[src/hw/rtl/jkmof_pkg.sv]
package jkmof_pkg;

  // Field widths
  localparam int PT_W    = 16;
  localparam int ETA_W   = 14;
  localparam int PHI_W   = 13;
  localparam int MASS_W  = 16;
  localparam int BTAG_W  = 12;
  localparam int LIM_W   = 13;
  localparam int CFG_W   = 16;
  localparam int CFG_IDX_W = 3;

  // Angle fixed point: LSB is 2^-ANGLE_FRAC_BITS
  localparam int ANGLE_FRAC_BITS = 10;

  localparam longint PI_Q30     = 64'sd3373259426;
  localparam longint TWO_PI_Q30 = 64'sd6746518852;
  localparam longint PI_FX_L =
    (PI_Q30 + (64'sd1 <<< (29 - ANGLE_FRAC_BITS))) >>> (30 - ANGLE_FRAC_BITS);
  localparam longint TWO_PI_FX_L =
    (TWO_PI_Q30 + (64'sd1 <<< (29 - ANGLE_FRAC_BITS))) >>> (30 - ANGLE_FRAC_BITS);

  // Phi wrap arithmetic
  localparam int WRAP_W = 18;
  localparam int WRAP_STEPS = int'(((64'sd1 <<< PHI_W) + PI_FX_L) / TWO_PI_FX_L) + 1;
  localparam logic signed [WRAP_W-1:0] PI_FX     = WRAP_W'(PI_FX_L);
  localparam logic signed [WRAP_W-1:0] NEG_PI_FX = WRAP_W'(-PI_FX_L);
  localparam logic signed [WRAP_W-1:0] TWO_PI_FX = WRAP_W'(TWO_PI_FX_L);

  // Delta widths
  localparam int DE_W  = ETA_W + 1;
  localparam int DP_W  = $clog2(int'(PI_FX_L) + 1) + 1;
  localparam int DE_SQ_W = 2 * DE_W;
  localparam int DP_SQ_W = 2 * DP_W;
  localparam int DR_SQ_W = 2 * LIM_W;
  localparam int SUM_W   = DE_SQ_W + 1;

  // Register indexes
  localparam logic [CFG_IDX_W-1:0] REG_PT_MIN       = 3'd0;
  localparam logic [CFG_IDX_W-1:0] REG_ETA_MAX      = 3'd1;
  localparam logic [CFG_IDX_W-1:0] REG_DR_MIN       = 3'd2;
  localparam logic [CFG_IDX_W-1:0] REG_BTAG_MIN     = 3'd3;
  localparam logic [CFG_IDX_W-1:0] REG_BJET_ETA_MAX = 3'd4;
  localparam logic [CFG_IDX_W-1:0] REG_SELECT_BJETS = 3'd5;
  localparam logic [CFG_IDX_W-1:0] REG_MUON_VETO    = 3'd6;

  // Register reset values
  localparam logic [PT_W-1:0]          PT_MIN_RST       = 16'd480;
  localparam logic [LIM_W-1:0]         ETA_MAX_RST      = 13'd4813;
  localparam logic [LIM_W-1:0]         DR_MIN_RST       = 13'd307;
  localparam logic signed [BTAG_W-1:0] BTAG_MIN_RST     = 12'sd819;
  localparam logic [LIM_W-1:0]         BJET_ETA_MAX_RST = 13'd2458;

  // Per-stage load strobes
  typedef struct packed {
    logic s1;
    logic s2;
    logic s3;
  } load_t;

  // Jet payload carried along the pipeline
  typedef struct packed {
    logic [PT_W-1:0]          pt;
    logic signed [ETA_W-1:0]  eta;
    logic signed [PHI_W-1:0]  phi;
    logic [MASS_W-1:0]        mass;
    logic                     last;
    logic                     kin;
  } jet_t;

endpackage

[src/hw/rtl/jkmof_dr_unit.sv]
// Squared delta-R between jet and one muon, three register stages.
module jkmof_dr_unit (
  input  logic                                   clk,
  input  jkmof_pkg::load_t                       ld,
  input  logic signed [jkmof_pkg::ETA_W-1:0]     jet_eta,
  input  logic signed [jkmof_pkg::PHI_W-1:0]     jet_phi,
  input  logic signed [jkmof_pkg::ETA_W-1:0]     mu_eta,
  input  logic signed [jkmof_pkg::PHI_W-1:0]     mu_phi,
  input  logic [jkmof_pkg::DR_SQ_W-1:0]          dr_sq,
  output logic                                   close
);

  logic signed [jkmof_pkg::DE_W-1:0]     de1_r, de2_r;
  logic signed [jkmof_pkg::DE_W-1:0]     de_nxt;
  logic signed [jkmof_pkg::PHI_W:0]      dphi1_r, dphi_nxt;
  logic signed [jkmof_pkg::DP_W-1:0]     dp2_r, dp_nxt;
  logic signed [jkmof_pkg::WRAP_W-1:0]   wrap;
  logic signed [jkmof_pkg::DE_SQ_W-1:0]  de_prod;
  logic signed [jkmof_pkg::DP_SQ_W-1:0]  dp_prod;
  logic [jkmof_pkg::DE_SQ_W-1:0]         de_sq3_r;
  logic [jkmof_pkg::DP_SQ_W-1:0]         dp_sq3_r;
  logic [jkmof_pkg::SUM_W-1:0]           sum;

  // Stage 1: raw differences
  assign de_nxt   = jkmof_pkg::DE_W'(jet_eta) - jkmof_pkg::DE_W'(mu_eta);
  assign dphi_nxt = (jkmof_pkg::PHI_W + 1)'(jet_phi) - (jkmof_pkg::PHI_W + 1)'(mu_phi);

  always_ff @(posedge clk) begin
    if (ld.s1) begin
      de1_r   <= de_nxt;
      dphi1_r <= dphi_nxt;
    end
  end

  // Stage 2: bring dphi into [-pi, pi)
  always_comb begin
    wrap = jkmof_pkg::WRAP_W'(dphi1_r);
    for (int i = 0; i < jkmof_pkg::WRAP_STEPS; i++) begin
      if (wrap >= jkmof_pkg::PI_FX) begin
        wrap = wrap - jkmof_pkg::TWO_PI_FX;
      end
    end
    for (int i = 0; i < jkmof_pkg::WRAP_STEPS; i++) begin
      if (wrap < jkmof_pkg::NEG_PI_FX) begin
        wrap = wrap + jkmof_pkg::TWO_PI_FX;
      end
    end
    dp_nxt = wrap[jkmof_pkg::DP_W-1:0];
  end

  always_ff @(posedge clk) begin
    if (ld.s2) begin
      de2_r <= de1_r;
      dp2_r <= dp_nxt;
    end
  end

  // Stage 3: squares
  assign de_prod = jkmof_pkg::DE_SQ_W'(de2_r) * jkmof_pkg::DE_SQ_W'(de2_r);
  assign dp_prod = jkmof_pkg::DP_SQ_W'(dp2_r) * jkmof_pkg::DP_SQ_W'(dp2_r);

  always_ff @(posedge clk) begin
    if (ld.s3) begin
      de_sq3_r <= $unsigned(de_prod);
      dp_sq3_r <= $unsigned(dp_prod);
    end
  end

  // Sum and compare, registered by the caller
  assign sum   = jkmof_pkg::SUM_W'(de_sq3_r) + jkmof_pkg::SUM_W'(dp_sq3_r);
  assign close = sum < jkmof_pkg::SUM_W'(dr_sq);

endmodule

[src/hw/rtl/jet_kinematic_muon_overlap_filter.sv]
// Jet selection with muon overlap removal. Each accepted input transaction
// carries one jet plus the two muon positions of its event and produces
// exactly one output transaction, in order. A jet is accepted when
// pt > pt_min and |eta| is below eta_max (or, with select_bjets set, when
// pt > pt_min, btag > btag_min and |eta| is below bjet_eta_max instead),
// and, with apply_muon_veto set, its delta-R to both muons is at least
// dr_min. near_muon is reported whether or not the veto is enabled.
// Delta-R is compared squared; delta-phi is wrapped into [-pi, pi).
// Angles are in units of 1/1024, pt and mass in 1/16 GeV. Throughput is
// one jet per clock while out_ready holds; the stages are difference, phi
// wrap, squaring multipliers, compare into the output register. Each stage
// holds when the one after it is full and stalled, so bubbles are
// squeezed out and input stays open while a result waits at the output.
// Configuration is written through cfg_wr_en/cfg_index/cfg_data with the
// pipeline empty; unknown indexes are ignored.
module jet_kinematic_muon_overlap_filter (
  input  logic                                    clk,
  input  logic                                    rst_n,

  input  logic                                    cfg_wr_en,
  input  logic [jkmof_pkg::CFG_IDX_W-1:0]         cfg_index,
  input  logic [jkmof_pkg::CFG_W-1:0]             cfg_data,

  input  logic                                    in_valid,
  output logic                                    in_ready,
  input  logic [jkmof_pkg::PT_W-1:0]              in_jet_pt,
  input  logic signed [jkmof_pkg::ETA_W-1:0]      in_jet_eta,
  input  logic signed [jkmof_pkg::PHI_W-1:0]      in_jet_phi,
  input  logic [jkmof_pkg::MASS_W-1:0]            in_jet_mass,
  input  logic signed [jkmof_pkg::BTAG_W-1:0]     in_jet_btag,
  input  logic signed [jkmof_pkg::ETA_W-1:0]      in_muon_a_eta,
  input  logic signed [jkmof_pkg::PHI_W-1:0]      in_muon_a_phi,
  input  logic signed [jkmof_pkg::ETA_W-1:0]      in_muon_b_eta,
  input  logic signed [jkmof_pkg::PHI_W-1:0]      in_muon_b_phi,
  input  logic                                    in_last_jet,

  output logic                                    out_valid,
  input  logic                                    out_ready,
  output logic                                    out_accepted,
  output logic                                    out_near_muon,
  output logic [jkmof_pkg::PT_W-1:0]              out_pt,
  output logic signed [jkmof_pkg::ETA_W-1:0]      out_eta,
  output logic signed [jkmof_pkg::PHI_W-1:0]      out_phi,
  output logic [jkmof_pkg::MASS_W-1:0]            out_mass,
  output logic                                    out_end_of_event
);

  // Config registers
  logic [jkmof_pkg::PT_W-1:0]          pt_min_r;
  logic [jkmof_pkg::LIM_W-1:0]         eta_max_r;
  logic [jkmof_pkg::LIM_W-1:0]         dr_min_r;
  logic signed [jkmof_pkg::BTAG_W-1:0] btag_min_r;
  logic [jkmof_pkg::LIM_W-1:0]         bjet_eta_max_r;
  logic                                select_bjets_r;
  logic                                muon_veto_r;
  logic [jkmof_pkg::DR_SQ_W-1:0]       dr_sq_r;

  // Pipeline control
  jkmof_pkg::load_t ld;
  logic             ld_out;
  logic             v1_r, v2_r, v3_r, out_valid_r;

  // Payload
  jkmof_pkg::jet_t  jet_nxt, jet1_r, jet2_r, jet3_r;
  logic [jkmof_pkg::ETA_W-1:0] abs_eta;
  logic             kin_nxt;
  logic             close_a, close_b;
  logic             near_nxt;

  logic                               accepted_r, near_r, last_r;
  logic [jkmof_pkg::PT_W-1:0]         pt_r;
  logic signed [jkmof_pkg::ETA_W-1:0] eta_r;
  logic signed [jkmof_pkg::PHI_W-1:0] phi_r;
  logic [jkmof_pkg::MASS_W-1:0]       mass_r;

  // ---------------------------------------------------------------------
  // Configuration writes; excess data bits are dropped
  // ---------------------------------------------------------------------
  always_ff @(posedge clk) begin
    if (!rst_n) begin
      pt_min_r       <= jkmof_pkg::PT_MIN_RST;
      eta_max_r      <= jkmof_pkg::ETA_MAX_RST;
      dr_min_r       <= jkmof_pkg::DR_MIN_RST;
      btag_min_r     <= jkmof_pkg::BTAG_MIN_RST;
      bjet_eta_max_r <= jkmof_pkg::BJET_ETA_MAX_RST;
      select_bjets_r <= 1'b0;
      muon_veto_r    <= 1'b1;
    end else if (cfg_wr_en) begin
      unique case (cfg_index)
        jkmof_pkg::REG_PT_MIN:       pt_min_r       <= cfg_data[jkmof_pkg::PT_W-1:0];
        jkmof_pkg::REG_ETA_MAX:      eta_max_r      <= cfg_data[jkmof_pkg::LIM_W-1:0];
        jkmof_pkg::REG_DR_MIN:       dr_min_r       <= cfg_data[jkmof_pkg::LIM_W-1:0];
        jkmof_pkg::REG_BTAG_MIN:     btag_min_r     <= cfg_data[jkmof_pkg::BTAG_W-1:0];
        jkmof_pkg::REG_BJET_ETA_MAX: bjet_eta_max_r <= cfg_data[jkmof_pkg::LIM_W-1:0];
        jkmof_pkg::REG_SELECT_BJETS: select_bjets_r <= cfg_data[0];
        jkmof_pkg::REG_MUON_VETO:    muon_veto_r    <= cfg_data[0];
        default: ;
      endcase
    end
  end

  // Squared radius, refreshed every cycle (the user must change config only when idle; the block does not enforce this)
  always_ff @(posedge clk) begin
    dr_sq_r <= jkmof_pkg::DR_SQ_W'(dr_min_r) * jkmof_pkg::DR_SQ_W'(dr_min_r);
  end

  // ---------------------------------------------------------------------
  // Stage loads: a stage takes new data when empty or when its
  // successor is taking its current contents.
  // ---------------------------------------------------------------------
  assign ld_out   = !out_valid_r || out_ready;
  assign ld.s3    = !v3_r || ld_out;
  assign ld.s2    = !v2_r || ld.s3;
  assign ld.s1    = !v1_r || ld.s2;
  assign in_ready = ld.s1;

  always_ff @(posedge clk) begin
    if (!rst_n) begin
      v1_r        <= 1'b0;
      v2_r        <= 1'b0;
      v3_r        <= 1'b0;
      out_valid_r <= 1'b0;
    end else begin
      if (ld.s1)  v1_r        <= in_valid;
      if (ld.s2)  v2_r        <= v1_r;
      if (ld.s3)  v3_r        <= v2_r;
      if (ld_out) out_valid_r <= v3_r;
    end
  end

  // ---------------------------------------------------------------------
  // Stage 1: kinematic cuts, evaluated up front and carried along
  // ---------------------------------------------------------------------
  assign abs_eta = in_jet_eta[jkmof_pkg::ETA_W-1] ? jkmof_pkg::ETA_W'(-in_jet_eta)
                                                   : jkmof_pkg::ETA_W'(in_jet_eta);

  always_comb begin
    if (select_bjets_r) begin
      kin_nxt = (in_jet_pt > pt_min_r) && (in_jet_btag > btag_min_r) &&
                (abs_eta < jkmof_pkg::ETA_W'(bjet_eta_max_r));
    end else begin
      kin_nxt = (in_jet_pt > pt_min_r) && (abs_eta < jkmof_pkg::ETA_W'(eta_max_r));
    end
    jet_nxt.pt   = in_jet_pt;
    jet_nxt.eta  = in_jet_eta;
    jet_nxt.phi  = in_jet_phi;
    jet_nxt.mass = in_jet_mass;
    jet_nxt.last = in_last_jet;
    jet_nxt.kin  = kin_nxt;
  end

  always_ff @(posedge clk) begin
    if (ld.s1) jet1_r <= jet_nxt;
    if (ld.s2) jet2_r <= jet1_r;
    if (ld.s3) jet3_r <= jet2_r;
  end

  // ---------------------------------------------------------------------
  // Delta-R units, one per muon
  // ---------------------------------------------------------------------
  jkmof_dr_unit u_dr_a (
    .clk     (clk),
    .ld      (ld),
    .jet_eta (in_jet_eta),
    .jet_phi (in_jet_phi),
    .mu_eta  (in_muon_a_eta),
    .mu_phi  (in_muon_a_phi),
    .dr_sq   (dr_sq_r),
    .close   (close_a)
  );

  jkmof_dr_unit u_dr_b (
    .clk     (clk),
    .ld      (ld),
    .jet_eta (in_jet_eta),
    .jet_phi (in_jet_phi),
    .mu_eta  (in_muon_b_eta),
    .mu_phi  (in_muon_b_phi),
    .dr_sq   (dr_sq_r),
    .close   (close_b)
  );

  // ---------------------------------------------------------------------
  // Output register
  // ---------------------------------------------------------------------
  assign near_nxt = close_a || close_b;

  always_ff @(posedge clk) begin
    if (ld_out) begin
      accepted_r <= jet3_r.kin && !(muon_veto_r && near_nxt);
      near_r     <= near_nxt;
      pt_r       <= jet3_r.pt;
      eta_r      <= jet3_r.eta;
      phi_r      <= jet3_r.phi;
      mass_r     <= jet3_r.mass;
      last_r     <= jet3_r.last;
    end
  end

  assign out_valid        = out_valid_r;
  assign out_accepted     = accepted_r;
  assign out_near_muon    = near_r;
  assign out_pt           = pt_r;
  assign out_eta          = eta_r;
  assign out_phi          = phi_r;
  assign out_mass         = mass_r;
  assign out_end_of_event = last_r;

endmodule
[config.mk]
export PLATFORM = sky130hd
export DESIGN_NAME = jet_kinematic_muon_overlap_filter
export DESIGN_NICKNAME = d
export VERILOG_FILES = /design/src/hw/rtl/jkmof_pkg.sv /design/src/hw/rtl/jkmof_dr_unit.sv /design/src/hw/rtl/jet_kinematic_muon_overlap_filter.sv
export SDC_FILE = /design/constraint.sdc
export NUM_CORES = 2
export LEC_CHECK = 0
export BUFFER_PORTS_ARGS = -buffer_cell sky130_fd_sc_hd__buf_2
export CORE_ASPECT_RATIO = 1.75
export CORE_MARGIN = 1.5
export CORE_UTILIZATION = 29
export DETAILED_ROUTE_END_ITERATION = 7
export HOLD_SLACK_MARGIN = 0.06
export PLACE_DENSITY = 0.42
export SETUP_SLACK_MARGIN = 0.15
export SLEW_MARGIN = 20
export SYNTH_ARGS = -nofsm -noshare
export SYNTH_HDL_FRONTEND = slang
export SYNTH_SLANG_ARGS = --single-unit
[constraint.sdc]
create_clock -name clk -period 7.6 [get_ports clk]
set_input_delay 0.76 -clock clk [delete_from_list [all_inputs] [get_ports clk]]
set_output_delay 0.76 -clock clk [all_outputs]
set_load 0.05 [all_outputs]
==> run_results.csv <==
group,metric,value,unit
run_status,status,"complete, no violations",
global_route,grt_max_degree,156,
routing,drc_errors,0,
yosys,synth_fp_nets,6818,
clock_tree,clock_latency,0.69,ns
critical_path,path_cells,"and2_1, fa_1, inv_1, fa_1, inv_1, fa_1, fa_1, fa_1, fa_1, ha_1, or4_1, a311oi_1, a211oi_1, o22ai_1, a21oi_1, a211o_1, o211ai_1, o21bai_1, a21oi_1, xnor2_1",
yosys,ys_ff_latch,565,
yosys,yosys_warnings,0,
final_layout,stdcell_area,63000,µm²
placement,port_buffers,213,
timing,timing.fmax,142,MHz
critical_path,crit_family,"adder cells",
floorplan,fp.dieW,337,µm
clock_tree,htree_num_levels,2,
placement,place_ws,0.466,ns
critical_path,path_buf_inv,2,
timing,fin_tns_setup,0,ns
global_route,antenna_found_initial,4,
routing,viasPerCell,4.53,
final_layout,nFillCells,20200,
critical_path,crit_top_cell,"fa_1",
timing,final_max_slew_viol_count,0,
placement,dpl-instance-area,60900,µm²
timing,fin_crit_sh,92.5,%
critical_path,cp.arrival,7.44,ns
yosys,ys_seq_area_share,28.2,%
run,maxCapViolCount,0,
clock_tree,numClockSinks,565,
yosys,yosysTopAreaCellShare,27.9,%
final_layout,nets,7033,
global_route,grt_pass1_wl,240000,µm
routing,antenna_left,0,
routing,routed_wl,155000,µm
clock_tree,cts_tree,"done",
global_route,grt-ovfl-total,0,
timing,period_minus_slack,7.03,ns
routing,vias,36900,
yosys,syn_inst,5286,
routing,dr.pass1.iters,5,
clock_tree,clkTransAtPathRegs,0.08,ns
critical_path,cp-end-kind,"flop",
critical_path,worst-setup-path-type,"flop to flop",
floorplan,io_pins,214,
timing,fin_ws,0.567,ns
yosys,synthFlopType,"edfxtp_1",
floorplan,die_area,198000,µm²
placement,dpl.hpwl,129000,µm
routing,wl_per_cell,19.0,µm
yosys,yosys.area.top_type,"fa_1",
critical_path,required,8.01,ns
global_route,grt_pass1_vias,41500,
timing,maxSlewHeadroom,30.8,%
yosys,async_flop_share,0,%
floorplan,coreArea,194000,µm²
timing,whs,0.247,ns
timing,tightest_slew,1.01,ns
yosys,synth_edf_count,467,
timing,finalClockSkew,0.0286,ns
placement,gp_congestion,0.847,
timing,rsz0062_at_grt,"false",
yosys,synth.distinct_cells,102,
yosys,syn_area,56700,µm²
yosys,syn-mean-instance-area,10.7,µm²
clock_tree,cts_buffers,59,
global_route,grt_usage,15.9,%
final_layout,syn2layout_area_growth,11.0,%
timing,finalSetupViolations,0,
min_path,min_path_type,"input pin to flop",
critical_path,start_kind,"flop",
clock_tree,clk_path_buf_depth,3,
critical_path,critical_path.max_stage_delay,0.63,ns
floorplan,die_y,588,µm
final_layout,drive_gt1_share,7.82,%
critical_path,crit_path_max_fanout,16,
floorplan,core.rowCount,214,
timing,hold_viol,0,
routing,drt-initial-drc-count,1161,
yosys,synth.area.top_cells,"fa_1 (28%), edfxtp_1 (25%), ha_1 (13%), inv_1 (6.9%), dfxtp_1 (3.5%)",
critical_path,worst_path_max_delay_cell,"edfxtp_1",
clock_tree,cts_root_buffer,"clkbuf_16",
floorplan,initial_core_util,29.2,%
routing by layer:
metal	wire length (µm)	vias to the layer above	GRT usage [%]
met5	16	-	0
met4	5730	2	5.66
met3	3320	214	1.29
met2	92100	455	33.2
met1	53400	18700	15.8
li1	-	17500	-
worst register-to-register path, cell delays in order, from the launching register on:
cell,delay [ns]
edfxtp_1,0.63
and2_1,0.31
fa_1,0.50
inv_1,0.06
fa_1,0.53
inv_1,0.05
fa_1,0.48
fa_1,0.57
fa_1,0.43
fa_1,0.49
ha_1,0.26
or4_1,0.53
a311oi_1,0.34
a211oi_1,0.16
o22ai_1,0.34
a21oi_1,0.15
a211o_1,0.29
o211ai_1,0.26
o21bai_1,0.10
a21oi_1,0.18
xnor2_1,0.10
repair_timing:
item | in CTS | in global routing
endpoints found under the setup margin | 0 | 3
setup buffers | 0 | 15
hold buffers | 0 | 0
resized for setup | 0 | 1
registers in the layout (all words and copies together) (netlist names), 15 cells and up:
name,count
dr_sq_r,25
jet1_r,61
jet2_r,61
jet3_r,61
out_mass,16
out_pt,16
pt_min_r,16
u_dr_a.de1_r,15
u_dr_a.de2_r,15
u_dr_a.de_sq3_r,29
u_dr_a.dp_sq3_r,25
u_dr_b.de1_r,15
u_dr_b.de2_r,15
u_dr_b.de_sq3_r,29
u_dr_b.dp_sq3_r,25
cells in the mapped netlist, types with 68 or more instances:
library cell / number
edfxtp_1: 467
xor2_1: 68
fa_1: 790
dfxtp_1: 98
inv_1: 1036
clkbuf_1: 99
a21oi_1: 133
nand2_1: 446
a21o_1: 76
and2_1: 237
ha_1: 592
xnor2_1: 196
o21ai_0: 131
nor2_1: 211
cells by family after synthesis:
| logic type | count (synthesis) | synth area share (%) |
|---|---|---|
| AND/OR/NAND/NOR | 1243 | 10.7 |
| AO/OA/AOI/OAI | 658 | 7.97 |
| buffers and inverters | 1154 | 7.72 |
| adder cells (fa/ha/maj) | 1382 | 40.9 |
| multiplexers | 20 | 0.397 |
| XOR/XNOR | 264 | 4.08 |
| flip-flops | 565 | 28.2 |
cell usage in the layout, fill, tap and decap left out, types with 11 or more instances in the layout:
cell	instances
a211oi_1	17
a21boi_0	66
a21o_1	76
a21oi_1	133
a31oi_1	32
and2_1	237
and3_1	31
buf_2	213
buf_4	56
clkbuf_1	16
clkbuf_16	59
clkinv_2	11
dfxtp_1	98
edfxtp_1	467
fa_1	790
ha_1	592
inv_1	1034
nand2_1	444
nand2b_1	55
nand3_1	51
nand4_1	23
nor2_1	211
nor2b_1	59
nor3_1	56
o211ai_1	41
o21a_1	34
o21ai_0	131
or2_2	14
or3_1	15
xnor2_1	196
xor2_1	68
metrics by stage:
step,cells,util (%)
after floorplan,5286,-
after global placement,8017,31.3
after detailed placement,8017,31.3
after CTS,8127,32.3
after global routing,8143,32.4
final,8143,32.4
final cells by class:
type,instances,area (µm²),area share [%]
timing repair buffer,270,1510,2.39
multi-input combinational,3567,36400,57.8
clock inverter,35,379,0.602
clock buffer,75,1540,2.44
sequential,565,16000,25.4
inverter,1038,3900,6.20
antenna,1,2.50,0.00397
tap,2592,3240,5.15
final timing paths:
kind	slack, ns	end	from	cells past startpoint
worst max-delay path	0.57	u_dr_a.de_sq3_r[28]$_DFFE_PP_	u_dr_a.de2_r[1]$_DFFE_PP_	20
worst min-delay path	0.25	jet1_r[2]$_DFFE_PP_	in_jet_mass[0]	1
worst max register to register	0.57	u_dr_a.de_sq3_r[28]$_DFFE_PP_	u_dr_a.de2_r[1]$_DFFE_PP_	20
worst min register to register	0.41	jet2_r[24]$_DFFE_PP_	jet1_r[24]$_DFFE_PP_	0
Power is left out: the tool's default activity adds up to more than one toggle a clock period on the data nets, which glitch-free logic cannot reach.
